[src/pfpt_pkg.sv]
// Shared constants and request/status codes for the page frame pin table.
package pfpt_pkg;

  // Default sizes of the frame pool and of a page number.
  localparam int FramesDef   = 16;
  localparam int PageBitsDef = 24;

  // Fixed field widths.
  localparam int CfgW  = 5;
  localparam int PinW  = 8;
  localparam int CntW  = 32;
  localparam int FuncW = 2;
  localparam int StatW = 2;

  // Frame count after reset and the saturation point of a pin count.
  localparam logic [CfgW-1:0] FrameCountRst = CfgW'(16);
  localparam logic [PinW-1:0] PinMax        = {PinW{1'b1}};

  // Request codes.
  typedef enum logic [FuncW-1:0] {
    FUNC_PIN   = 2'd0,
    FUNC_UNPIN = 2'd1,
    FUNC_DIRTY = 2'd2,
    FUNC_FORCE = 2'd3
  } func_e;

  // Result status codes.
  typedef enum logic [StatW-1:0] {
    STATUS_OK     = 2'd0,
    STATUS_ABSENT = 2'd1,
    STATUS_PINNED = 2'd2
  } status_e;

endpackage

[src/pfpt_if.sv]
// Request and response channel interfaces of the page frame pin table.
interface pfpt_req_if #(
  parameter int PAGE_BITS = 24
);
  logic                 valid;
  logic                 ready;
  logic [1:0]           func;
  logic [PAGE_BITS-1:0] page_number;

  modport source (output valid, func, page_number, input ready);
  modport sink   (input valid, func, page_number, output ready);
endinterface

interface pfpt_rsp_if #(
  parameter int FRAME_W   = 4,
  parameter int PAGE_BITS = 24
);
  logic                 valid;
  logic                 ready;
  logic [1:0]           status;
  logic [FRAME_W-1:0]   frame;
  logic                 hit;
  logic                 write_back;
  logic [PAGE_BITS-1:0] write_back_page;
  logic                 fetch;
  logic [7:0]           pin_count;
  logic [31:0]          read_total;
  logic [31:0]          write_total;

  modport source (output valid, status, frame, hit, write_back, write_back_page, fetch,
                  pin_count, read_total, write_total, input ready);
  modport sink   (input valid, status, frame, hit, write_back, write_back_page, fetch,
                  pin_count, read_total, write_total, output ready);
endinterface

[src/pfpt_ram.sv]
// Generic single-port-write, single-port-read RAM with a registered read.
module pfpt_ram #(
  parameter int WIDTH = 8,
  parameter int DEPTH = 16
) (
  input  logic                     clk_i,
  input  logic                     we_i,
  input  logic [$clog2(DEPTH)-1:0] waddr_i,
  input  logic [WIDTH-1:0]         wdata_i,
  input  logic                     re_i,
  input  logic [$clog2(DEPTH)-1:0] raddr_i,
  output logic [WIDTH-1:0]         rdata_o
);

  logic [WIDTH-1:0] mem_q [DEPTH];

  // Write port.
  always_ff @(posedge clk_i) begin
    if (we_i) begin
      mem_q[waddr_i] <= wdata_i;
    end
  end

  // Registered read port; the data holds while no read is issued.
  always_ff @(posedge clk_i) begin
    if (re_i) begin
      rdata_o <= mem_q[raddr_i];
    end
  end

endmodule

[src/page_frame_pin_table.sv]
// Top level of the page frame pin table: sequencer around one frame-entry RAM.
//
//   channel  | dir | transfer when           | payload
//   ---------+-----+-------------------------+--------------------------------------
//   req_i    | in  | valid & ready           | func, page_number
//   rsp_o    | out | valid & ready           | status, frame, hit, write_back, ...
//   cfg      | in  | cfg_we_i                | cfg_wdata_i (frame_count)
//
// A request ends its lookup at the first hit; a miss scans all n frames in use:
// the lookup reads the entry RAM one frame per cycle and also picks the victim.
// A last fill index beyond the frames in use is first reduced by n until it lies below n.
// Reset clears the valid bits, counters and last fill index at once; there is no sweep.
// The response sits in an output register, so a new request is taken while it waits.
module page_frame_pin_table
  import pfpt_pkg::*;
#(
  parameter int FRAMES    = FramesDef,
  parameter int PAGE_BITS = PageBitsDef
) (
  input  logic            clk_i,
  input  logic            rst_ni,
  input  logic            cfg_we_i,
  input  logic [CfgW-1:0] cfg_wdata_i,
  pfpt_req_if.sink        req_i,
  pfpt_rsp_if.source      rsp_o
);

  localparam int FrameW = $clog2(FRAMES);
  localparam int NcntW  = $clog2(FRAMES + 1);

  typedef struct packed {
    logic [PAGE_BITS-1:0] page;
    logic                 dirty;
    logic [PinW-1:0]      pins;
  } entry_t;

  localparam int EntW = $bits(entry_t);

  typedef struct packed {
    status_e              status;
    logic [FrameW-1:0]    frame;
    logic                 hit;
    logic                 wb;
    logic [PAGE_BITS-1:0] wb_page;
    logic                 fetch;
    logic [PinW-1:0]      pins;
    logic [CntW-1:0]      reads;
    logic [CntW-1:0]      writes;
  } res_t;

  typedef enum logic [2:0] {
    S_IDLE,
    S_MOD,
    S_LOOK,
    S_MISS,
    S_FILL,
    S_UPD,
    S_EMIT
  } state_e;

  state_e               state_q, state_d;
  logic [CfgW-1:0]      cfg_q, cfg_d;
  logic [FRAMES-1:0]    valid_q, valid_d;
  logic [FrameW-1:0]    last_fill_q, last_fill_d;
  logic [CntW-1:0]      reads_q, reads_d;
  logic [CntW-1:0]      writes_q, writes_d;
  func_e                func_q, func_d;
  logic [PAGE_BITS-1:0] page_q, page_d;
  logic [FrameW-1:0]    rem_q, rem_d;
  logic [FrameW-1:0]    start_q, start_d;
  logic [NcntW-1:0]     idx_q, idx_d;
  logic                 cmp_vld_q, cmp_vld_d;
  logic [FrameW-1:0]    cmp_idx_q, cmp_idx_d;
  logic                 hi_ok_q, hi_ok_d;
  logic [FrameW-1:0]    hi_idx_q, hi_idx_d;
  logic                 lo_ok_q, lo_ok_d;
  logic [FrameW-1:0]    lo_idx_q, lo_idx_d;
  logic [FrameW-1:0]    sel_q, sel_d;
  entry_t               ent_q, ent_d;
  res_t                 res_q, res_d;
  res_t                 out_q, out_d;
  logic                 out_valid_q, out_valid_d;

  logic [NcntW-1:0]     n_use;
  logic                 ram_we;
  logic [FrameW-1:0]    ram_waddr;
  entry_t               ram_wdata;
  logic                 ram_re;
  logic [FrameW-1:0]    ram_raddr;
  logic [EntW-1:0]      ram_rdata;
  entry_t               ent_rd;
  logic                 rd_valid;
  logic                 rd_free;
  logic                 fill_wb;

  assign ent_rd = entry_t'(ram_rdata);

  // Frames in use: zero acts as one, anything above the pool size as the pool size.
  always_comb begin
    if (cfg_q == '0) begin
      n_use = NcntW'(1);
    end else if (32'(cfg_q) > 32'(FRAMES)) begin
      n_use = NcntW'(FRAMES);
    end else begin
      n_use = NcntW'(cfg_q);
    end
  end

  // Entry RAM: page number, dirty bit and pin count of every frame.
  pfpt_ram #(
    .WIDTH (EntW),
    .DEPTH (FRAMES)
  ) u_ram (
    .clk_i   (clk_i),
    .we_i    (ram_we),
    .waddr_i (ram_waddr),
    .wdata_i (ram_wdata),
    .re_i    (ram_re),
    .raddr_i (ram_raddr),
    .rdata_o (ram_rdata)
  );

  // Status of the entry whose read data is on the RAM output.
  assign rd_valid = valid_q[cmp_idx_q];
  assign rd_free  = !rd_valid || (ent_rd.pins == '0);
  assign fill_wb  = valid_q[sel_q] && ent_rd.dirty;

  // Sequencer: next state of every register.
  always_comb begin
    state_d     = state_q;
    cfg_d       = cfg_we_i ? cfg_wdata_i : cfg_q;
    valid_d     = valid_q;
    last_fill_d = last_fill_q;
    reads_d     = reads_q;
    writes_d    = writes_q;
    func_d      = func_q;
    page_d      = page_q;
    rem_d       = rem_q;
    start_d     = start_q;
    idx_d       = idx_q;
    cmp_vld_d   = 1'b0;
    cmp_idx_d   = cmp_idx_q;
    hi_ok_d     = hi_ok_q;
    hi_idx_d    = hi_idx_q;
    lo_ok_d     = lo_ok_q;
    lo_idx_d    = lo_idx_q;
    sel_d       = sel_q;
    ent_d       = ent_q;
    res_d       = res_q;
    out_d       = out_q;
    out_valid_d = out_valid_q && !rsp_o.ready;
    ram_we      = 1'b0;
    ram_waddr   = sel_q;
    ram_wdata   = ent_q;
    ram_re      = 1'b0;
    ram_raddr   = idx_q[FrameW-1:0];

    case (state_q)
      S_IDLE: begin
        if (req_i.valid) begin
          func_d  = func_e'(req_i.func);
          page_d  = req_i.page_number;
          rem_d   = last_fill_q;
          state_d = S_MOD;
        end
      end

      // Reduce the last fill index below n, then set the scan start after it.
      S_MOD: begin
        if (NcntW'(rem_q) >= n_use) begin
          rem_d = FrameW'(NcntW'(rem_q) - n_use);
        end else begin
          if (NcntW'(rem_q) + NcntW'(1) == n_use) begin
            start_d = '0;
          end else begin
            start_d = rem_q + FrameW'(1);
          end
          idx_d   = '0;
          hi_ok_d = 1'b0;
          lo_ok_d = 1'b0;
          state_d = S_LOOK;
        end
      end

      // Stream reads over the frames; compare each entry in the cycle after its read.
      S_LOOK: begin
        if (idx_q != n_use) begin
          ram_re    = 1'b1;
          idx_d     = idx_q + NcntW'(1);
          cmp_vld_d = 1'b1;
          cmp_idx_d = idx_q[FrameW-1:0];
        end
        if (cmp_vld_q) begin
          if (rd_valid && (ent_rd.page == page_q)) begin
            sel_d   = cmp_idx_q;
            ent_d   = ent_rd;
            state_d = S_UPD;
          end else begin
            // Victim candidates: first free frame at or after the start, and first overall.
            if (rd_free && !hi_ok_q && (cmp_idx_q >= start_q)) begin
              hi_ok_d  = 1'b1;
              hi_idx_d = cmp_idx_q;
            end
            if (rd_free && !lo_ok_q) begin
              lo_ok_d  = 1'b1;
              lo_idx_d = cmp_idx_q;
            end
            if (NcntW'(cmp_idx_q) + NcntW'(1) == n_use) begin
              state_d = S_MISS;
            end
          end
        end
      end

      // Page absent: pick the victim for a pin, or answer at once.
      S_MISS: begin
        res_d        = '0;
        res_d.reads  = reads_q;
        res_d.writes = writes_q;
        case (func_q)
          FUNC_PIN: begin
            if (hi_ok_q || lo_ok_q) begin
              sel_d     = hi_ok_q ? hi_idx_q : lo_idx_q;
              ram_re    = 1'b1;
              ram_raddr = hi_ok_q ? hi_idx_q : lo_idx_q;
              state_d   = S_FILL;
            end else begin
              res_d.status = STATUS_PINNED;
              state_d      = S_EMIT;
            end
          end
          FUNC_DIRTY: begin
            res_d.status = STATUS_ABSENT;
            state_d      = S_EMIT;
          end
          default: begin
            res_d.status = STATUS_OK;
            state_d      = S_EMIT;
          end
        endcase
      end

      // Fill the victim: write back its old page if dirty, fetch the new one.
      S_FILL: begin
        ram_we         = 1'b1;
        ram_waddr      = sel_q;
        ram_wdata.page = page_q;
        ram_wdata.dirty = 1'b0;
        ram_wdata.pins = PinW'(1);
        valid_d[sel_q] = 1'b1;
        last_fill_d    = sel_q;
        reads_d        = reads_q + CntW'(1);
        writes_d       = writes_q + CntW'(fill_wb);
        res_d          = '0;
        res_d.status   = STATUS_OK;
        res_d.frame    = sel_q;
        res_d.wb       = fill_wb;
        res_d.wb_page  = fill_wb ? ent_rd.page : '0;
        res_d.fetch    = 1'b1;
        res_d.pins     = PinW'(1);
        res_d.reads    = reads_q + CntW'(1);
        res_d.writes   = writes_q + CntW'(fill_wb);
        state_d        = S_EMIT;
      end

      // Page present: modify the entry and write it back.
      S_UPD: begin
        ram_we       = 1'b1;
        ram_waddr    = sel_q;
        ram_wdata    = ent_q;
        res_d        = '0;
        res_d.status = STATUS_OK;
        res_d.frame  = sel_q;
        res_d.hit    = 1'b1;
        case (func_q)
          FUNC_PIN: begin
            if (ent_q.pins != PinMax) begin
              ram_wdata.pins = ent_q.pins + PinW'(1);
            end
          end
          FUNC_UNPIN: begin
            if (ent_q.pins != '0) begin
              ram_wdata.pins = ent_q.pins - PinW'(1);
            end
          end
          FUNC_DIRTY: begin
            ram_wdata.dirty = 1'b1;
          end
          default: begin
            ram_wdata.dirty = 1'b0;
            res_d.wb        = 1'b1;
            res_d.wb_page   = ent_q.page;
            writes_d        = writes_q + CntW'(1);
          end
        endcase
        res_d.pins   = ram_wdata.pins;
        res_d.reads  = reads_q;
        res_d.writes = writes_d;
        state_d      = S_EMIT;
      end

      // Hand the response to the output register once it is free.
      S_EMIT: begin
        if (!out_valid_q || rsp_o.ready) begin
          out_d       = res_q;
          out_valid_d = 1'b1;
          state_d     = S_IDLE;
        end
      end

      default: begin
        state_d = S_IDLE;
      end
    endcase
  end

  // State and registered outputs.
  always_ff @(posedge clk_i or negedge rst_ni) begin
    if (!rst_ni) begin
      state_q     <= S_IDLE;
      cfg_q       <= FrameCountRst;
      valid_q     <= '0;
      last_fill_q <= '0;
      reads_q     <= '0;
      writes_q    <= '0;
      func_q      <= FUNC_PIN;
      page_q      <= '0;
      rem_q       <= '0;
      start_q     <= '0;
      idx_q       <= '0;
      cmp_vld_q   <= 1'b0;
      cmp_idx_q   <= '0;
      hi_ok_q     <= 1'b0;
      hi_idx_q    <= '0;
      lo_ok_q     <= 1'b0;
      lo_idx_q    <= '0;
      sel_q       <= '0;
      ent_q       <= '0;
      res_q       <= '0;
      out_q       <= '0;
      out_valid_q <= 1'b0;
    end else begin
      state_q     <= state_d;
      cfg_q       <= cfg_d;
      valid_q     <= valid_d;
      last_fill_q <= last_fill_d;
      reads_q     <= reads_d;
      writes_q    <= writes_d;
      func_q      <= func_d;
      page_q      <= page_d;
      rem_q       <= rem_d;
      start_q     <= start_d;
      idx_q       <= idx_d;
      cmp_vld_q   <= cmp_vld_d;
      cmp_idx_q   <= cmp_idx_d;
      hi_ok_q     <= hi_ok_d;
      hi_idx_q    <= hi_idx_d;
      lo_ok_q     <= lo_ok_d;
      lo_idx_q    <= lo_idx_d;
      sel_q       <= sel_d;
      ent_q       <= ent_d;
      res_q       <= res_d;
      out_q       <= out_d;
      out_valid_q <= out_valid_d;
    end
  end

  // Channel outputs.
  assign req_i.ready           = (state_q == S_IDLE);
  assign rsp_o.valid           = out_valid_q;
  assign rsp_o.status          = out_q.status;
  assign rsp_o.frame           = out_q.frame;
  assign rsp_o.hit             = out_q.hit;
  assign rsp_o.write_back      = out_q.wb;
  assign rsp_o.write_back_page = out_q.wb_page;
  assign rsp_o.fetch           = out_q.fetch;
  assign rsp_o.pin_count       = out_q.pins;
  assign rsp_o.read_total      = out_q.reads;
  assign rsp_o.write_total     = out_q.writes;

  // A frame, once filled, stays valid.
  assert property (@(posedge clk_i) disable iff (!rst_ni)
    ((valid_q & $past(valid_q)) == $past(valid_q)))
    else $error("frame valid bit cleared");

  // The victim chosen for a fill is unpinned.
  assert property (@(posedge clk_i) disable iff (!rst_ni)
    (state_q == S_FILL) |-> (!valid_q[sel_q] || (ent_rd.pins == '0)))
    else $error("fill chose a pinned frame");

  // A fetched page is a miss and leaves its frame pinned once.
  assert property (@(posedge clk_i) disable iff (!rst_ni)
    (rsp_o.valid && rsp_o.fetch) |-> (!rsp_o.hit && (rsp_o.pin_count == PinW'(1))))
    else $error("fetch response inconsistent");

  // An accepted request starts the sequence in the next cycle.
  assert property (@(posedge clk_i) disable iff (!rst_ni)
    (req_i.valid && req_i.ready) |=> (state_q == S_MOD))
    else $error("request transfer did not start the sequence");

endmodule
[src/flat_wrapper.sv]
// flat-port wrapper written by rule: the top's interface ports become plain ports
module page_frame_pin_table_flat import pfpt_pkg::*;
#(
  parameter int FRAMES    = FramesDef,
  parameter int PAGE_BITS = PageBitsDef
)
  (clk_i, rst_ni, cfg_we_i, cfg_wdata_i, req_i_valid, req_i_func, req_i_page_number, req_i_ready, rsp_o_valid, rsp_o_status, rsp_o_frame, rsp_o_hit, rsp_o_write_back, rsp_o_write_back_page, rsp_o_fetch, rsp_o_pin_count, rsp_o_read_total, rsp_o_write_total, rsp_o_ready);
  pfpt_req_if #(.PAGE_BITS(PAGE_BITS)) req_i_i ();
  pfpt_rsp_if #(.PAGE_BITS(PAGE_BITS)) rsp_o_i ();
  input  logic clk_i;
  input  logic rst_ni;
  input  logic cfg_we_i;
  input  logic [CfgW-1:0] cfg_wdata_i;
  input wire logic [$bits(req_i_i.valid)-1:0] req_i_valid;
  input wire logic [$bits(req_i_i.func)-1:0] req_i_func;
  input wire logic [$bits(req_i_i.page_number)-1:0] req_i_page_number;
  output wire logic [$bits(req_i_i.ready)-1:0] req_i_ready;
  output wire logic [$bits(rsp_o_i.valid)-1:0] rsp_o_valid;
  output wire logic [$bits(rsp_o_i.status)-1:0] rsp_o_status;
  output wire logic [$bits(rsp_o_i.frame)-1:0] rsp_o_frame;
  output wire logic [$bits(rsp_o_i.hit)-1:0] rsp_o_hit;
  output wire logic [$bits(rsp_o_i.write_back)-1:0] rsp_o_write_back;
  output wire logic [$bits(rsp_o_i.write_back_page)-1:0] rsp_o_write_back_page;
  output wire logic [$bits(rsp_o_i.fetch)-1:0] rsp_o_fetch;
  output wire logic [$bits(rsp_o_i.pin_count)-1:0] rsp_o_pin_count;
  output wire logic [$bits(rsp_o_i.read_total)-1:0] rsp_o_read_total;
  output wire logic [$bits(rsp_o_i.write_total)-1:0] rsp_o_write_total;
  input wire logic [$bits(rsp_o_i.ready)-1:0] rsp_o_ready;
  assign req_i_i.valid = req_i_valid;
  assign req_i_i.func = req_i_func;
  assign req_i_i.page_number = req_i_page_number;
  assign req_i_ready = req_i_i.ready;
  assign rsp_o_valid = rsp_o_i.valid;
  assign rsp_o_status = rsp_o_i.status;
  assign rsp_o_frame = rsp_o_i.frame;
  assign rsp_o_hit = rsp_o_i.hit;
  assign rsp_o_write_back = rsp_o_i.write_back;
  assign rsp_o_write_back_page = rsp_o_i.write_back_page;
  assign rsp_o_fetch = rsp_o_i.fetch;
  assign rsp_o_pin_count = rsp_o_i.pin_count;
  assign rsp_o_read_total = rsp_o_i.read_total;
  assign rsp_o_write_total = rsp_o_i.write_total;
  assign rsp_o_i.ready = rsp_o_ready;
  page_frame_pin_table #(.FRAMES(FRAMES), .PAGE_BITS(PAGE_BITS)) u_core (.clk_i(clk_i), .rst_ni(rst_ni), .cfg_we_i(cfg_we_i), .cfg_wdata_i(cfg_wdata_i), .req_i(req_i_i), .rsp_o(rsp_o_i));
endmodule
[config.mk]
export PLATFORM = sky130hd
export DESIGN_NAME = page_frame_pin_table_flat
export DESIGN_NICKNAME = d
export VERILOG_FILES = /design/src/pfpt_pkg.sv /design/src/pfpt_if.sv /design/src/pfpt_ram.sv /design/src/page_frame_pin_table.sv /design/src/flat_wrapper.sv
export SDC_FILE = /design/constraint.sdc
export NUM_CORES = 1
export LEC_CHECK = 0
export BUFFER_PORTS_ARGS = -buffer_cell sky130_fd_sc_hd__buf_2
export CORE_MARGIN = 4
export CORE_UTILIZATION = 30
export CTS_CLUSTER_SIZE = 30
export DETAILED_ROUTE_END_ITERATION = 16
export SYNTH_ARGS = -nofsm -noshare
export SYNTH_HDL_FRONTEND = slang
export SYNTH_HIERARCHICAL = 1
export SYNTH_SLANG_ARGS = --single-unit
[constraint.sdc]
create_clock -name clk_i -period 5.1 [get_ports clk_i]
set_input_delay 0.765 -clock clk_i [delete_from_list [all_inputs] [get_ports clk_i]]
set_output_delay 0.765 -clock clk_i [all_outputs]
set_load 0.02 [all_outputs]
# Yosys cells after proc, flatten, opt, wreduce, memory -nomap -nowiden
# Memory sizes are Yosys's and may differ from the RTL's. A register that Yosys moved wholly into a read port is not among the register bits.
# Cells that the tools add are included.
op_classes:
  n_addsub: 10
  n_mul: 0
  div: 0
  order_cmp: 6
  n_eq_ne: 26
  shifts: 0
  n_mux: 64
  bitwise_logic: 3
  reduce_logical: 41
op_table:
  columns: ["operator", "count"]
  rows:
  - ["$pmux 105 s3", 1]
  - ["$pmux 33 s2", 1]
  - ["$add 32x1->32 const B", 2]
  - ["$pmux 32 s2", 1]
  - ["$mux 4", 11]
  - ["$add 32x1->32", 1]
  - ["$mux 32", 1]
  - ["$mux 25", 1]
  - ["$eq 24x24->1", 1]
  - ["$mux 24", 1]
  - ["$mux 5", 4]
  - ["$reduce_and 5->1", 4]
  - ["$mux 1", 19]
  - ["$mux 3", 6]
  - ["$ne 2x1->1 const B", 9]
  - ["$pmux 3 s6", 1]
  - ["$mux 8", 2]
  - ["$or 16x16->16", 1]
  - ["$pmux 4 s2", 2]
  - ["$pmux 8 s2", 1]
  - ["$add 4x1->5 const B", 2]
  - ["$eq 5x5->1", 2]
  - ["$lt 4x5->1 const B", 2]
  - ["$pmux 5 s2", 1]
  - ["39 further kinds", 73]
word_totals:
  reg_bits: 394
  latch_bits: 0
  ram_bits: 528
  mem_bits_ro: 0
  input_bits: 36
  memories: 1
mem_list:
  columns: ["memory", "words", "word_bits", "rd", "rd_ports_with_merged_regs", "wr", "line_no", "source"]
  rows:
  - ["u_core.u_ram.mem_q", 16, 33, 1, 1, 1, "pfpt_ram.sv:15", "logic [WIDTH-1:0] mem_q [DEPTH];"]

# Longest topological paths before layout
# Gate-level depths: netlist of the first run.
logic_depth:
  depth_word: 10
  ltp_mapped: 13
  depth_no_buf: 12

# Modules after synthesis
# Netlist of the first run, hierarchy kept.
modules_own_cells:
  columns: ["mod", "instances", "cells_per_inst", "area_per_inst_um2"]
  rows:
  - ["pfpt_ram", 1, 864, 20961.4]
  - ["page_frame_pin_table", 1, 1381, 17415.5]

# Worst setup path after synthesis of the first run
# Ideal clock, no wire load.
synth_path:
  path_type: "register -> register"
  from: "register u_core.state_q[1]"
  to: "memory u_core/u_ram/mem_q[0][0] in the netlist's numbering, enable pin"
  arrival_time_ps: 3882
  t_required_ps: 4636
  setup_slack_ps: 754
  stages_incl_launch_ff: 7
  n_path_buf: 2
  synth_period_minus_slack_ps: 4346
  cell_sequence: "dfrtp_1 buf_2 nand2b_1 inv_1 clkbuf_1 or3b_2 nor3_1"
synth_between:
  elab_chain_len: 5
  elab_cells_between_ends: 6
  classes_between: "2 x eq/ne; 3 x mux; 1 x reduce/logical"
synth_lines:
  columns: ["element", "line_no", "source"]
  rows:
  - ["from (decl)", "page_frame_pin_table.sv:61", "state_e state_q, state_d;"]
  - ["from (signal assigned)", "page_frame_pin_table.sv:343", "state_q <= state_d;"]
  - ["$eq 3x3->1", "page_frame_pin_table.sv:158", "case (state_q)"]
  - ["$reduce_or 2->1 (no source line) *", null, null]
  - ["$mux 1 *", "page_frame_pin_table.sv:158", null]
  - ["via u_core.ram_we", "page_frame_pin_table.sv:85", "logic ram_we;"]
  - ["$mux 1 *", "pfpt_ram.sv:19", "if (we_i) begin"]
  - ["$mux 1 (not written as such) *", "pfpt_ram.sv:20", "mem_q[waddr_i] <= wdata_i;"]
  - ["to (decl)", "pfpt_ram.sv:15", null]
# The timed path passes the listed nets; every way through them passes the cells marked *.

# Worst setup path in the final report of the first run
layout_path:
  from: "register u_core.sel_q[0], in the netlist u_core/ram_waddr[0]"
  to: "register u_core/res_q[26] in the netlist's numbering"
layout_between:
  elab_chain_len: 5
layout_lines:
  columns: ["element", "line_no", "source"]
  rows:
  - ["from (decl)", "page_frame_pin_table.sv:78", "logic [FrameW-1:0] sel_q, sel_d;"]
  - ["from (signal assigned)", "page_frame_pin_table.sv:360", "sel_q <= sel_d;"]
  - ["$bmux 1 s4", "page_frame_pin_table.sv:126", "assign fill_wb = valid_q[sel_q] && ent_rd.dirty;"]
  - ["$mux 1 (not written as such)", "page_frame_pin_table.sv:126", null]
  - ["$logic_and 1x1->1", "page_frame_pin_table.sv:126", null]
  - ["$add 32x1->32", "page_frame_pin_table.sv:262", "res_d.writes = writes_q + CntW'(fill_wb);"]
  - ["$pmux 105 s3", "page_frame_pin_table.sv:158", null]
  - ["to (signal assigned)", "page_frame_pin_table.sv:362", "res_q <= res_d;"]
  - ["to (decl)", "page_frame_pin_table.sv:80", "res_t res_q, res_d;"]
# No other way between the ends. The select of a mux whose other input is x is not followed.
# A chain may end at the register's enable or synchronous reset.

==> key figures, run 1 <==
Status
  – Run status: finished, final reports clean

GRT
  – Initial antenna violation count: 10
  – Maximum number of pins on one net before global-route repair: 137
  – Vias in the first global route: 20,800
  – Global-route wire length before repair: 135,000 um
  – Global Route Usage Sum: 0.133
  – Remaining Overflow, GRT: 0

Timing
  – Fin. max-slew vios: 0
  – Minimum period implied by the final worst setup slack: 3.73 ns
  – Layout Skew: 0.0465 ns
  – Setup TNS: 0 ns
  – Measured slew at the worst slew-check pin: 1.02 ns
  – Final worst setup slack: 1.37 ns
  – # setup viols final: 0
  – Count of endpoints failing hold in the final timing report: 0
  – Max Fclk: 268 MHz
  – Relative slew margins: 0.322
  – Share of the clock period used by the worst path after layout: 0.731
  – Setup repair after global routing missed its margin: false

CTS
  – Clock latency of the later-clocked register in the worst-skew pair: 0.67 ns
  – Setup repair bufs after CTS: 0
  – Sink count of the clock tree: 955
  – Number of buffers added to fix hold violations after cts: 0
  – Total clock buffers created by CTS: 95
  – H-tree level count: 3
  – # resized after CTS: 0
  – Clock tree from TritonCTS: built
  – Clock root buffer master: clkbuf_16
  – Clock transition at the register clock pins on the worst setup and hold paths after CTS: 0.07 ns
  – Maximum root-to-sink buffer count: 3

Synthesis
  – Share of the yosys chip area belonging to registers: 0.696
  – Most used DFF post-synth: edfxtp_1
  – Biggest area contributors in the synthesized netlist: edfxtp_1 44%, dfrtp_1 26%, mux2_2 7.8%, mux4_2 7.1%, mux4_1 1.4%
  – Number of synthesized register bits: 955
  – Post-synthesis compound-gate area fraction: 0.0387
  – Cell type contributing the most total cell area after synthesis: edfxtp_1
  – Syn nets: 2,300
  – Count of mapped cells out of synthesis: 2,245
  – Share of flip-flops with an asynchronous set or reset: 0.413
  – Synthesized-area fraction occupied by and/or/nand/nor cells: 0.0491
  – Combinational family with the most area after synthesis: multiplexers
  – Yosys cell types: 71
  – Xor-xnor portion of the synthesized cell area: 0.0237
  – EDFF count, synth: 561
  – Portion of synthesized cell area occupied by the leading cell type: 0.439
  – Cell Area, Synth: 38,400 um2
  – Arithmetic-cell share of the synthesized area counting full adders, half adders and majority gates: 0.00639
  – Warnings, synthesis: 6
  – Synthesized area per cell: 17.1 um2
  – Mux share of post-synthesis cell area: 0.166

Worst setup path
  – Top fanout value on the critical path: 19
  – Data required time of the critical path: 5.64 ns
  – Worst setup EP type: flop
  – Most numerous cell on the critical path: ha_1
  – Critical Path Slowest Stage Cell: dfrtp_1
  – Cell-by-cell listing of the critical path: mux4_1, mux4_2, and2_4, ha_1, ha_1, nand2b_1, a21oi_1, and3_1, and2_1, nand3_1, xnor2_1, mux2_2
  – Worst EP arrival: 4.27 ns
  – Number of cells on the worst reg-to-reg path: 12
  – CP top delay family: multiplexers
  – Worst Setup Start Kind: flop
  – Biggest cell delay along the critical path: 0.81 ns
  – R2R Path Start: u_core/ram_waddr[0]
  – WS Path Type: flop to flop
  – Buf/Inv on CP: 0
  – Setup slack of the most critical reg-to-reg path: 1.37 ns
  – Capture instance of the worst register-to-register path: u_core/res_q[26]

Place
  – Total of buffers placed on input and output ports: 142
  – Routability-driven placement congestion ratio: 0.756
  – Placement Cell Area: 41,300 um2
  – Sum of net half-perimeters after detailed placement: 53,300 um
  – Placed cell count: 3,983
  – Pre-CTS worst setup slack: 1.36 ns

Floorplanning
  – Total Die Area: 134,000 um2
  – Count of standard-cell rows: 130
  – Floorplan die width: 366 um
  – Initial standard-cell utilization of the core: 0.304
  – Placeable core region: 126,000 um2
  – Die height: 366 um
  – IO Count: 143

Routing
  – Average wire per standard cell: 21.5 um
  – Pre-antenna DRT Iters: 5
  – Number of nets still failing antenna checks after routing: 0
  – Number of DRC violations after detailed-routing iteration 0: 1,633
  – Count of vias placed by the detailed router: 20,400
  – Sum of routed wire length over all layers: 89,700 um
  – # DRC: 0
  – DR vias/cell: 4.90

Finish
  – Storage element area: 26,700 um2
  – Final cell area excluding filler cells: 44,400 um2
  – Filler Cell Count: 11,900
  – P&R area growth vs syn: 15.8%
  – Final layout net count: 2,485
  – Share of cells above drive strength 1: 0.305
  – Multi-input combinational cell area: 11,100 um2
  – Count of non-filler cells in the finished layout: 4,168

Power and ir drop
  – Total design power: 0.0229 W
  – Static power due to leakage: 18.1 nW
  – VDD IR-drop max: 0.000296 V
  – Power per Cell Area: 514 nW/um2

Job
  – Reported max-cap violation count: 0

Worst hold path
  – Worst min-delay path class: input port to async pin
-- synthesized netlist by cell type (19+ instances only) --
cell,number
mux4_1,21
nor2_1,96
nand3_1,43
o21ai_0,34
inv_1,47
nand2_1,123
xor2_1,41
a222oi_1,24
xnor2_1,63
a21oi_1,19
clkbuf_1,64
dfrtp_1,393
edfxtp_1,561
nand4_1,23
a22oi_1,68
mux2_2,266
mux4_2,121
buf_2,19
-- routing by layer --
metal	routed length, um	up-vias	GRT usage	share of wire
met5	57	-	0	0.00064
met4	1490	8	0.0306	0.017
met3	5400	107	0.0286	0.060
met2	44500	517	0.227	0.50
met1	38300	10700	0.175	0.43
li1	-	9033	-	-
-- registers in the layout, summed over array words and instances (netlist names), 5 cells and up --
name	cells
u_core/cfg_q	5
u_core/ent_q	33
u_core/idx_q	5
u_core/page_q	24
u_core/reads_q	32
u_core/res_q	105
u_core/rsp_o.pin_count	8
u_core/rsp_o.read_total	32
u_core/rsp_o.write_back_page	24
u_core/rsp_o.write_total	32
u_core/u_ram/mem_q	528
u_core/u_ram/rdata_o	33
u_core/valid_q	16
u_core/writes_q	32
-- worst max path at each step --
stage | from | to | cells past startpoint
floorplan | u_core/state_q[1] | u_core/u_ram/mem_q[0][0] | 6
global placement | u_core/ram_waddr[0] | u_core/res_q[26] | 12
detailed placement | u_core/ram_waddr[0] | u_core/res_q[26] | 12
CTS | u_core/ram_waddr[0] | u_core/res_q[26] | 12
global route | u_core/ram_waddr[0] | u_core/res_q[29] | 11
finish | u_core/ram_waddr[0] | u_core/res_q[26] | 12
-- through the flow --
| stage | util | hold WS (ns) |
|---|---|---|
| floorplan | - | 0.432 |
| global placement | 0.327 | 0.454 |
| detailed placement | 0.327 | 0.449 |
| CTS | 0.351 | 0.0703 |
| global route | 0.352 | 0.0963 |
| finish | 0.352 | 0.0730 |
-- cell type report --
cell class	instances	area share
inverters	47	0.00397
clock inverters	64	0.0142
diodes	6	0.000338
repair buffers	195	0.0283
well taps	1650	0.0465
clock buffers	115	0.0566
multi-input cells	1136	0.249
flip-flops and latches	955	0.601
-- layout by cell type (no fill, tap or decap), types with 10 or more instances in the layout --
master,n
xnor2_1,63
mux2_2,266
mux2i_1,10
nor2_1,81
clkinv_1,18
nor3_1,11
buf_12,11
dfrtp_1,393
buf_4,42
inv_1,47
ha_1,18
buf_2,141
and3_1,15
xor2_1,41
a22oi_1,68
nand4_1,23
nor4_1,11
clkbuf_16,96
clkbuf_1,15
nand3_1,42
mux4_2,121
a222oi_1,24
o21bai_1,14
mux4_1,21
a21oi_1,19
edfxtp_1,561
clkinv_2,18
nor2_4,14
and2_1,10
nand2b_1,11
o21ai_0,34
nand2_1,122
-- cells by family (layout without fill, tap and decap cells) --
family,Yosys count,after routing
compound gates,206,206
xor+xnor,104,104
fa+ha+maj,19,19
buf+inv,154,421
flops,955,955
mux,418,418
other cells,0,6
simple gates,389,389
-- report_power, final --
part           total, W  switching [W]  internal, W
logic           0.00600        0.00336      0.00263
clock network   0.00698        0.00302      0.00397
registers       0.00988       0.000769      0.00911
No activity file was read; power rests on OpenSTA's default activity.
==> run 2, diff against run 1 <==
ABC_AREA = 1   (was not set)
clock period = 3.2 ns   (was 5.1 ns; I/O delays follow)
==> key figures, run 2 <==
Power and ir drop
  – Static power due to leakage: 22.4 nW (+24%)
  – Total design power: 0.0381 W (+66%)
  – VDD IR-drop max: 0.000503 V (+70%)
  – Power per Cell Area: 760 nW/um2 (+48%)

Worst setup path
  – R2R Path Start: u_core/ent_q[0]
  – Setup slack of the most critical reg-to-reg path: 0.27 ns (-1.10 ns)
  – Critical Path Slowest Stage Cell: dfrtp_1
  – Worst EP arrival: 3.35 ns (-0.92 ns)
  – Worst setup EP type: flop
  – WS Path Type: flop to flop
  – Worst Setup Start Kind: flop
  – Data required time of the critical path: 3.62 ns (-2.02 ns)
  – Top fanout value on the critical path: 16 (-3)
  – Number of cells on the worst reg-to-reg path: 10 (-2)
  – Capture instance of the worst register-to-register path: u_core/u_ram/mem_q[11][3]
  – Biggest cell delay along the critical path: 0.46 ns (-0.35 ns)
  – Cell-by-cell listing of the critical path: ha_1, nand2_1, nor3_1, nand3_1, nand2_1, nor2_1, xor2_1, o21ai_0, o21ai_0, buf_4
  – CP top delay family: simple AND/OR/NAND/NOR gates
  – Buf/Inv on CP: 1 (+1)

Finish
  – End-of-flow core utilization: 0.353 (+0.00116)
  – Count of non-filler cells in the finished layout: 6,670 (+60%)
  – Most used cells in the layout excluding fill and tap cells: 1,313 x nand2_1, 677 x inv_1, 561 x edfxtp_1
  – Largest registers in the final layout: u_core/u_ram/mem_q (528), u_core/res_q (105)
  – Share of cells above drive strength 1: 0.119 (-0.186)
  – Storage element area: 26,700 um2 (about the same)
  – Filler Cell Count: 14,200 (+20%)
  – Multi-input combinational cell area: 12,900 um2 (+17%)
  – Most frequent standard cell in the layout excluding fill and tap cells: nand2_1
  – Max FFs per register: 528 (unchanged)
  – P&R area growth vs syn: 16.6%
  – Largest Register: u_core/u_ram/mem_q
  – Final layout net count: 4,750 (+91%)

Place
  – Routability-driven placement congestion ratio: 0.863 (+14%)
  – Placed cell count: 6,479 (+63%)
  – Sum of net half-perimeters after detailed placement: 71,900 um (+35%)
  – Total of buffers placed on input and output ports: 142 (unchanged)

GRT
  – Initial antenna violation count: 8 (-2)
  – Vias in the first global route: 29,900 (+43%)
  – Global Route Usage Sum: 0.155 (+0.0216)
  – Maximum number of pins on one net before global-route repair: 148 (+8.0%)
  – Global-route wire length before repair: 180,000 um (+33%)
  – Remaining Overflow, GRT: 0 (unchanged)

Synthesis
  – Most used DFF post-synth: edfxtp_1
  – Cell Area, Synth: 42,900 um2 (+12%)
  – Cell type contributing the most total cell area after synthesis: edfxtp_1
  – EDFF count, synth: 561 (unchanged)
  – Cell with the most instances after synthesis: nand2_1
  – Warnings, synthesis: 6 (unchanged)
  – Share of the yosys chip area belonging to registers: 0.622 (-0.0738)
  – Portion of synthesized cell area occupied by the leading cell type: 0.392 (-0.0466)
  – Yosys cell types: 57 (-20%)
  – Count of mapped cells out of synthesis: 4,504 (+100%)
  – Number of synthesized register bits: 955 (unchanged)
  – Commonest cells post-synth: 1,315 x nand2_1, 678 x inv_1, 561 x edfxtp_1, 554 x nand3_1, 393 x dfrtp_1
  – Syn nets: 4,559 (+98%)
  – Synthesized area per cell: 9.53 um2 (-44%)
  – Biggest area contributors in the synthesized netlist: edfxtp_1 39%, dfrtp_1 23%, nand2_1 11%, nand3_1 6.5%, inv_1 5.9%
  – Share of flip-flops with an asynchronous set or reset: 0.413 (unchanged)

Timing
  – Fin. max-slew vios: 0 (unchanged)
  – Share of the clock period used by the worst path after layout: 0.914 (+0.183)
  – Count of endpoints failing hold in the final timing report: 0 (unchanged)
  – Max Fclk: 342 MHz (+27%)
  – # setup viols final: 0 (unchanged)
  – Setup TNS: 0 ns (unchanged)
  – Hold Worst Slack: 0.0418 ns (-0.0313 ns)
  – Measured slew at the worst slew-check pin: 0.775 ns (-0.242 ns)
  – Relative slew margins: 0.484 (+0.161)
  – Setup repair after global routing missed its margin: true
  – Minimum period implied by the final worst setup slack: 2.93 ns (-0.804 ns)
  – Layout Skew: 0.0544 ns (+0.00792 ns)

CTS
  – Clock latency of the later-clocked register in the worst-skew pair: 0.71 ns (+0.04 ns)
  – Clock transition at the register clock pins on the worst setup and hold paths after CTS: 0.06 ns (about the same)
  – Sink count of the clock tree: 955 (unchanged)
  – Clock tree from TritonCTS: built
  – Setup repair bufs after CTS: 0 (unchanged)
  – Maximum root-to-sink buffer count: 3 (unchanged)
  – Clock root buffer master: clkbuf_16
  – Total clock buffers created by CTS: 97 (+2.1%)
  – H-tree level count: 3 (unchanged)

Floorplanning
  – Initial standard-cell utilization of the core: 0.302 (-0.00117)
  – Total Die Area: 149,000 um2 (+12%)
  – Die height: 386 um (+5.6%)
  – Placeable core region: 142,000 um2 (+12%)
  – Floorplan die width: 386 um (+5.6%)
  – Count of standard-cell rows: 138 (+6.2%)
  – IO Count: 143 (unchanged)

Worst hold path
  – Depth of the worst hold-timing path: 3
  – Origin of the worst min-delay path: req_i_page_number[10]
  – Worst min-delay path class: input port to flop
  – Hold EP: u_core/page_q[10]

Routing
  – Number of DRC violations after detailed-routing iteration 0: 2,684 (+64%)
  – Pre-antenna DRT Iters: 6 (+1)
  – Sum of routed wire length over all layers: 117,000 um (+31%)
  – DR vias/cell: 4.69 (-4.3%)
  – # DRC: 0 (unchanged)
  – Count of vias placed by the detailed router: 31,300 (+53%)
  – Average wire per standard cell: 17.6 um (-18%)
  – Number of nets still failing antenna checks after routing: 0 (unchanged)

Job
  – Reported max-cap violation count: 0 (unchanged)

Status
  – Run status: finished, final reports clean
## run 2: changes by cell type after synthesis, moves of 42 or more
cell     change
nand2_1   +1192
inv_1      +631
nand3_1    +511
mux2_2     -211
o21ai_0    +207
mux4_2     -121
buf_2       +96
nor2_1      +70
a22oi_1     -66
xnor2_1     -42
## run 2: where the power goes
group / internal, W / switching [W] / total [W]
clock network: 0.00679 / 0.00495 / 0.0117
logic: 0.00337 / 0.00739 / 0.0108
registers: 0.0146 / 0.000909 / 0.0156
total: 0.0248 / 0.0132 / 0.0381
## run 2: worst reg2reg max path: cells and delay by family, from the launching register on
family                     cells  cell delay (ns)
AOI/OAI and AO/OA              2             0.54
xor gates and xnor gates       1             0.15
adders and majority gates      1             0.20
buffers and inverters          1             0.23
DFF                            1             0.46
and+or+nand+nor                5             1.07
## run 2: layout make-up
type / count / share of cell area
repair buffers: 280 / 0.0427
multi-input cells: 2673 / 0.258
clock inverters: 35 / 0.00947
diodes: 1 / 0.0000500
flip-flops and latches: 955 / 0.534
inverters: 688 / 0.0518
clock buffers: 148 / 0.0572
well taps: 1890 / 0.0472
## run 2: logic make-up after synthesis
family | Yosys count | share of synthesized area
and+or+nand+nor | 2145 | 0.213
muxes | 55 | 0.0144
AOI/OAI and AO/OA | 376 | 0.0474
adders and majority gates | 19 | 0.00571
DFF | 955 | 0.622
xor gates and xnor gates | 78 | 0.0161
buffers and inverters | 876 | 0.0816
## run 2: per-layer routing
layer / part of all wire / GRT usage
met2: 0.48 / 0.259
met3: 0.056 / 0.0215
met5: 0.00023 / 0
met1: 0.45 / 0.210
met4: 0.021 / 0.0421
## run 2: per-stage QoR
step / cell area, um2 / setup slack [ns]
after floorplan: 42900 / -0.0186
after global placement: 46600 / 0.212
after detailed placement: 46600 / 0.261
after CTS: 50100 / 0.235
after global routing: 50100 / -0.00205
final: 50100 / 0.274
## run 2: how the worst max path moves through the flow
stage,slack [ns],endpoint,from,cells after the start
floorplan,-0.02,u_core/u_ram/mem_q[12][0],u_core/state_q[0],8
global placement,0.21,u_core/res_q[12],u_core/ram_waddr[0],20
detailed placement,0.26,u_core/res_q[30],u_core/ram_waddr[2],17
CTS,0.24,u_core/res_q[30],u_core/ram_waddr[2],17
global route,-0.002,u_core/res_q[16],u_core/ram_waddr[1],20
finish,0.27,u_core/u_ram/mem_q[11][3],u_core/ent_q[0],10
## run 2: timing repair
action,4_1_cts,5_1_grt
setup endpoints to repair,0,5
hold endpoints to repair,66,0
hold buffers,7,0
resized for setup,0,5
==> run 3, diff against run 2 <==
MAX_ROUTING_LAYER = met4   (was not set)
==> key figures, run 3 (same netlist as run 2, synthesis figures left out) <==
GRT
  – Vias in the first global route: 29,500 (-1.5%)
  – Global-route wire length before repair: 178,000 um (-0.92%)
  – Initial antenna violation count: 9 (+1)
  – Global Route Usage Sum: 0.158 (+0.00359)
  – Remaining Overflow, GRT: 0 (unchanged)
  – Maximum number of pins on one net before global-route repair: 100 (-32%)

Power and ir drop
  – Net switching fraction of the power: 0.341 (-0.00703)
  – Flop pwr share: 0.399 (-0.010)
  – Combinational share of power: 0.279 (-0.004)
  – Power per Cell Area: 774 nW/um2 (+1.8%)
  – VDD IR-drop max: 0.000490 V (-2.6%)
  – Static power due to leakage: 22.5 nW (+0.70%)
  – Cell-internal power: 0.0257 W (+3.5%)
  – Clock group share of total power: 0.322 (+0.013)
  – Switching power summed over all nets: 0.0133 W (+0.28%)

CTS
  – Sink count of the clock tree: 955 (unchanged)
  – Clock latency of the later-clocked register in the worst-skew pair: 0.70 ns (about the same)
  – Maximum root-to-sink buffer count: 3 (unchanged)
  – Total clock buffers created by CTS: 97 (unchanged)
  – Clock transition at the register clock pins on the worst setup and hold paths after CTS: 0.07 ns (about the same)
  – Clock tree from TritonCTS: built
  – H-tree level count: 3 (unchanged)
  – Clock root buffer master: clkbuf_16

Timing
  – Setup repair after global routing missed its margin: true
  – Measured slew at the worst slew-check pin: 0.740 ns (-0.0347 ns)
  – Layout Skew: 0.0390 ns (-0.0153 ns)
  – Max Fclk: 336 MHz (-1.8%)
  – Final worst setup slack: 0.221 ns (-0.0531 ns)
  – Hold Worst Slack: 0.0329 ns (-0.00887 ns)
  – Count of endpoints failing hold in the final timing report: 0 (unchanged)
  – Relative slew margins: 0.507 (+0.0232)
  – Share of the clock period used by the worst path after layout: 0.931 (+0.0166)
  – Minimum period implied by the final worst setup slack: 2.98 ns (+0.0531 ns)
  – # setup viols final: 0 (unchanged)
  – Fin. max-slew vios: 0 (unchanged)

Finish
  – Max FFs per register: 528 (unchanged)
  – Most used cells in the layout excluding fill and tap cells: 1,313 x nand2_1, 676 x inv_1, 561 x edfxtp_1
  – End-of-flow core utilization: 0.355 (+0.00201)
  – Most frequent standard cell in the layout excluding fill and tap cells: nand2_1
  – Largest registers in the final layout: u_core/u_ram/mem_q (528), u_core/res_q (105)
  – Final layout net count: 4,751 (+0.021%)
  – Largest Register: u_core/u_ram/mem_q
  – P&R area growth vs syn: 17.3%
  – Filler Cell Count: 14,100 (-0.54%)
  – Share of cells above drive strength 1: 0.123 (+0.00374)

Place
  – Total of buffers placed on input and output ports: 142 (unchanged)
  – Pre-CTS worst setup slack: 0.157 ns (-0.104 ns)
  – Routability-driven placement congestion ratio: 0.872 (+0.94%)
  – Sum of net half-perimeters after detailed placement: 72,200 um (+0.52%)

Routing
  – DR vias/cell: 4.68 (-0.20%)
  – Number of DRC violations after detailed-routing iteration 0: 2,719 (+1.3%)
  – Count of vias placed by the detailed router: 31,200 (-0.13%)
  – Number of nets still failing antenna checks after routing: 0 (unchanged)
  – Sum of routed wire length over all layers: 116,000 um (-0.61%)
  – Pre-antenna DRT Iters: 5 (-1)
  – Average wire per standard cell: 17.4 um (-0.69%)
  – # DRC: 0 (unchanged)

Floorplanning
  – Die height: 386 um (unchanged)
  – Total Die Area: 149,000 um2 (unchanged)
  – Placeable core region: 142,000 um2 (unchanged)
  – IO Count: 143 (unchanged)
  – Count of standard-cell rows: 138 (unchanged)
  – Floorplan die width: 386 um (unchanged)
  – Initial standard-cell utilization of the core: 0.302 (unchanged)

Worst hold path
  – Origin of the worst min-delay path: cfg_wdata_i[3]
  – Worst min-delay path class: input port to flop

Worst setup path
  – Worst Setup Start Kind: flop
  – Worst EP arrival: 3.54 ns (+0.19 ns)
  – Data required time of the critical path: 3.76 ns (+0.14 ns)
  – Top fanout value on the critical path: 9 (-7)
  – Setup slack of the most critical reg-to-reg path: 0.22 ns (-0.05 ns)
  – R2R Path Start: u_core/ram_waddr[1]
  – Worst setup EP type: flop
  – Critical path origin: u_core/ram_waddr[1]
  – WS Path Type: flop to flop

Status
  – Run status: finished, final reports clean

Job
  – Reported max-cap violation count: 0 (unchanged)
[run 3: changes by cell type in the layout (fill, tap and decap cells not counted), sizes merged]
cell	delta
buf	+7
bufinv	+9
clkbuf	-17
clkinv	+3
diode	+4
dlygate4sd3	-6
inv	+5
[run 3: cell type report]
| cell class | instances | area (um2) | area share |
|---|---|---|---|
| inverter | 688 | 2590 | 0.0515 |
| multi-input combinational | 2673 | 12900 | 0.257 |
| antenna | 5 | 12.5 | 0.000248 |
| clock buffer | 131 | 2840 | 0.0565 |
| clock inverter | 52 | 767 | 0.0152 |
| tap | 1890 | 2360 | 0.0470 |
| sequential | 955 | 26700 | 0.530 |
| timing repair buffer | 281 | 2140 | 0.0425 |
[run 3: worst paths after layout]
path | cells after the start | to
max in group asynchronous | 3 | u_core/cfg_q[4]
max | 20 | u_core/res_q[12]
min | 3 | u_core/cfg_q[3]
min reg2reg | 2 | u_core/lo_idx_q[0]
min in group asynchronous | 2 | u_core/rsp_o.write_total[30]
max reg2reg | 20 | u_core/res_q[12]
[run 3: worst max-delay path, stage by stage (launching register included)]
cell     delay [ns]
dfrtp_2        0.47
inv_1          0.09
nor2_1         0.04
inv_1          0.13
o22ai_1        0.09
o21ai_0        0.19
nand2_1        0.09
nor2_2         0.16
nor2_1         0.06
ha_1           0.20
ha_1           0.22
inv_1          0.14
nor2_4         0.05
buf_4          0.15
inv_1          0.06
nor2_1         0.06
or2_2          0.27
nand3_1        0.07
nand3_1        0.10
a21oi_1        0.16
inv_1          0.06
[run 3: stage by stage]
step                area (um2)  TNS (ns)  power, W  std cells
global route             50300    -0.106    0.0412       6673
CTS                      50300         0    0.0393       6670
finish                   50400         0    0.0389       6675
detailed placement       46700         0    0.0266       6486
global placement         46700         0    0.0265       6486
floorplan                42900     -6.81    0.0228       4504
[run 3: power by group through the flow]
stage	Clock [W]	Combinational, W	Sequential [W]
2_1_floorplan	0	0.00708	0.0157
3_3_place_gp	0	0.0107	0.0158
3_5_place_dp	0	0.0109	0.0158
4_1_cts	0.0128	0.0109	0.0155
5_1_grt	0.0134	0.0122	0.0157
6_report	0.0126	0.0108	0.0155
[run 3: repair_timing]
action | in CTS | in global routing
hold buffers | 1 | 0
gates resized for setup | 0 | 4
buffers inserted | 0 | 0
setup endpoints to repair | 0 | 22
endpoints found under the hold margin | 65 | 0
[run 3: per-layer routing]
layer | global-route usage | vias to the layer above | wire length (um)
met5 | - | - | 0
met4 | 0.0436 | 0 | 2650
met3 | 0.0229 | 168 | 7110
met2 | 0.254 | 884 | 54800
met1 | 0.210 | 15200 | 51900
li1 | - | 15000 | -
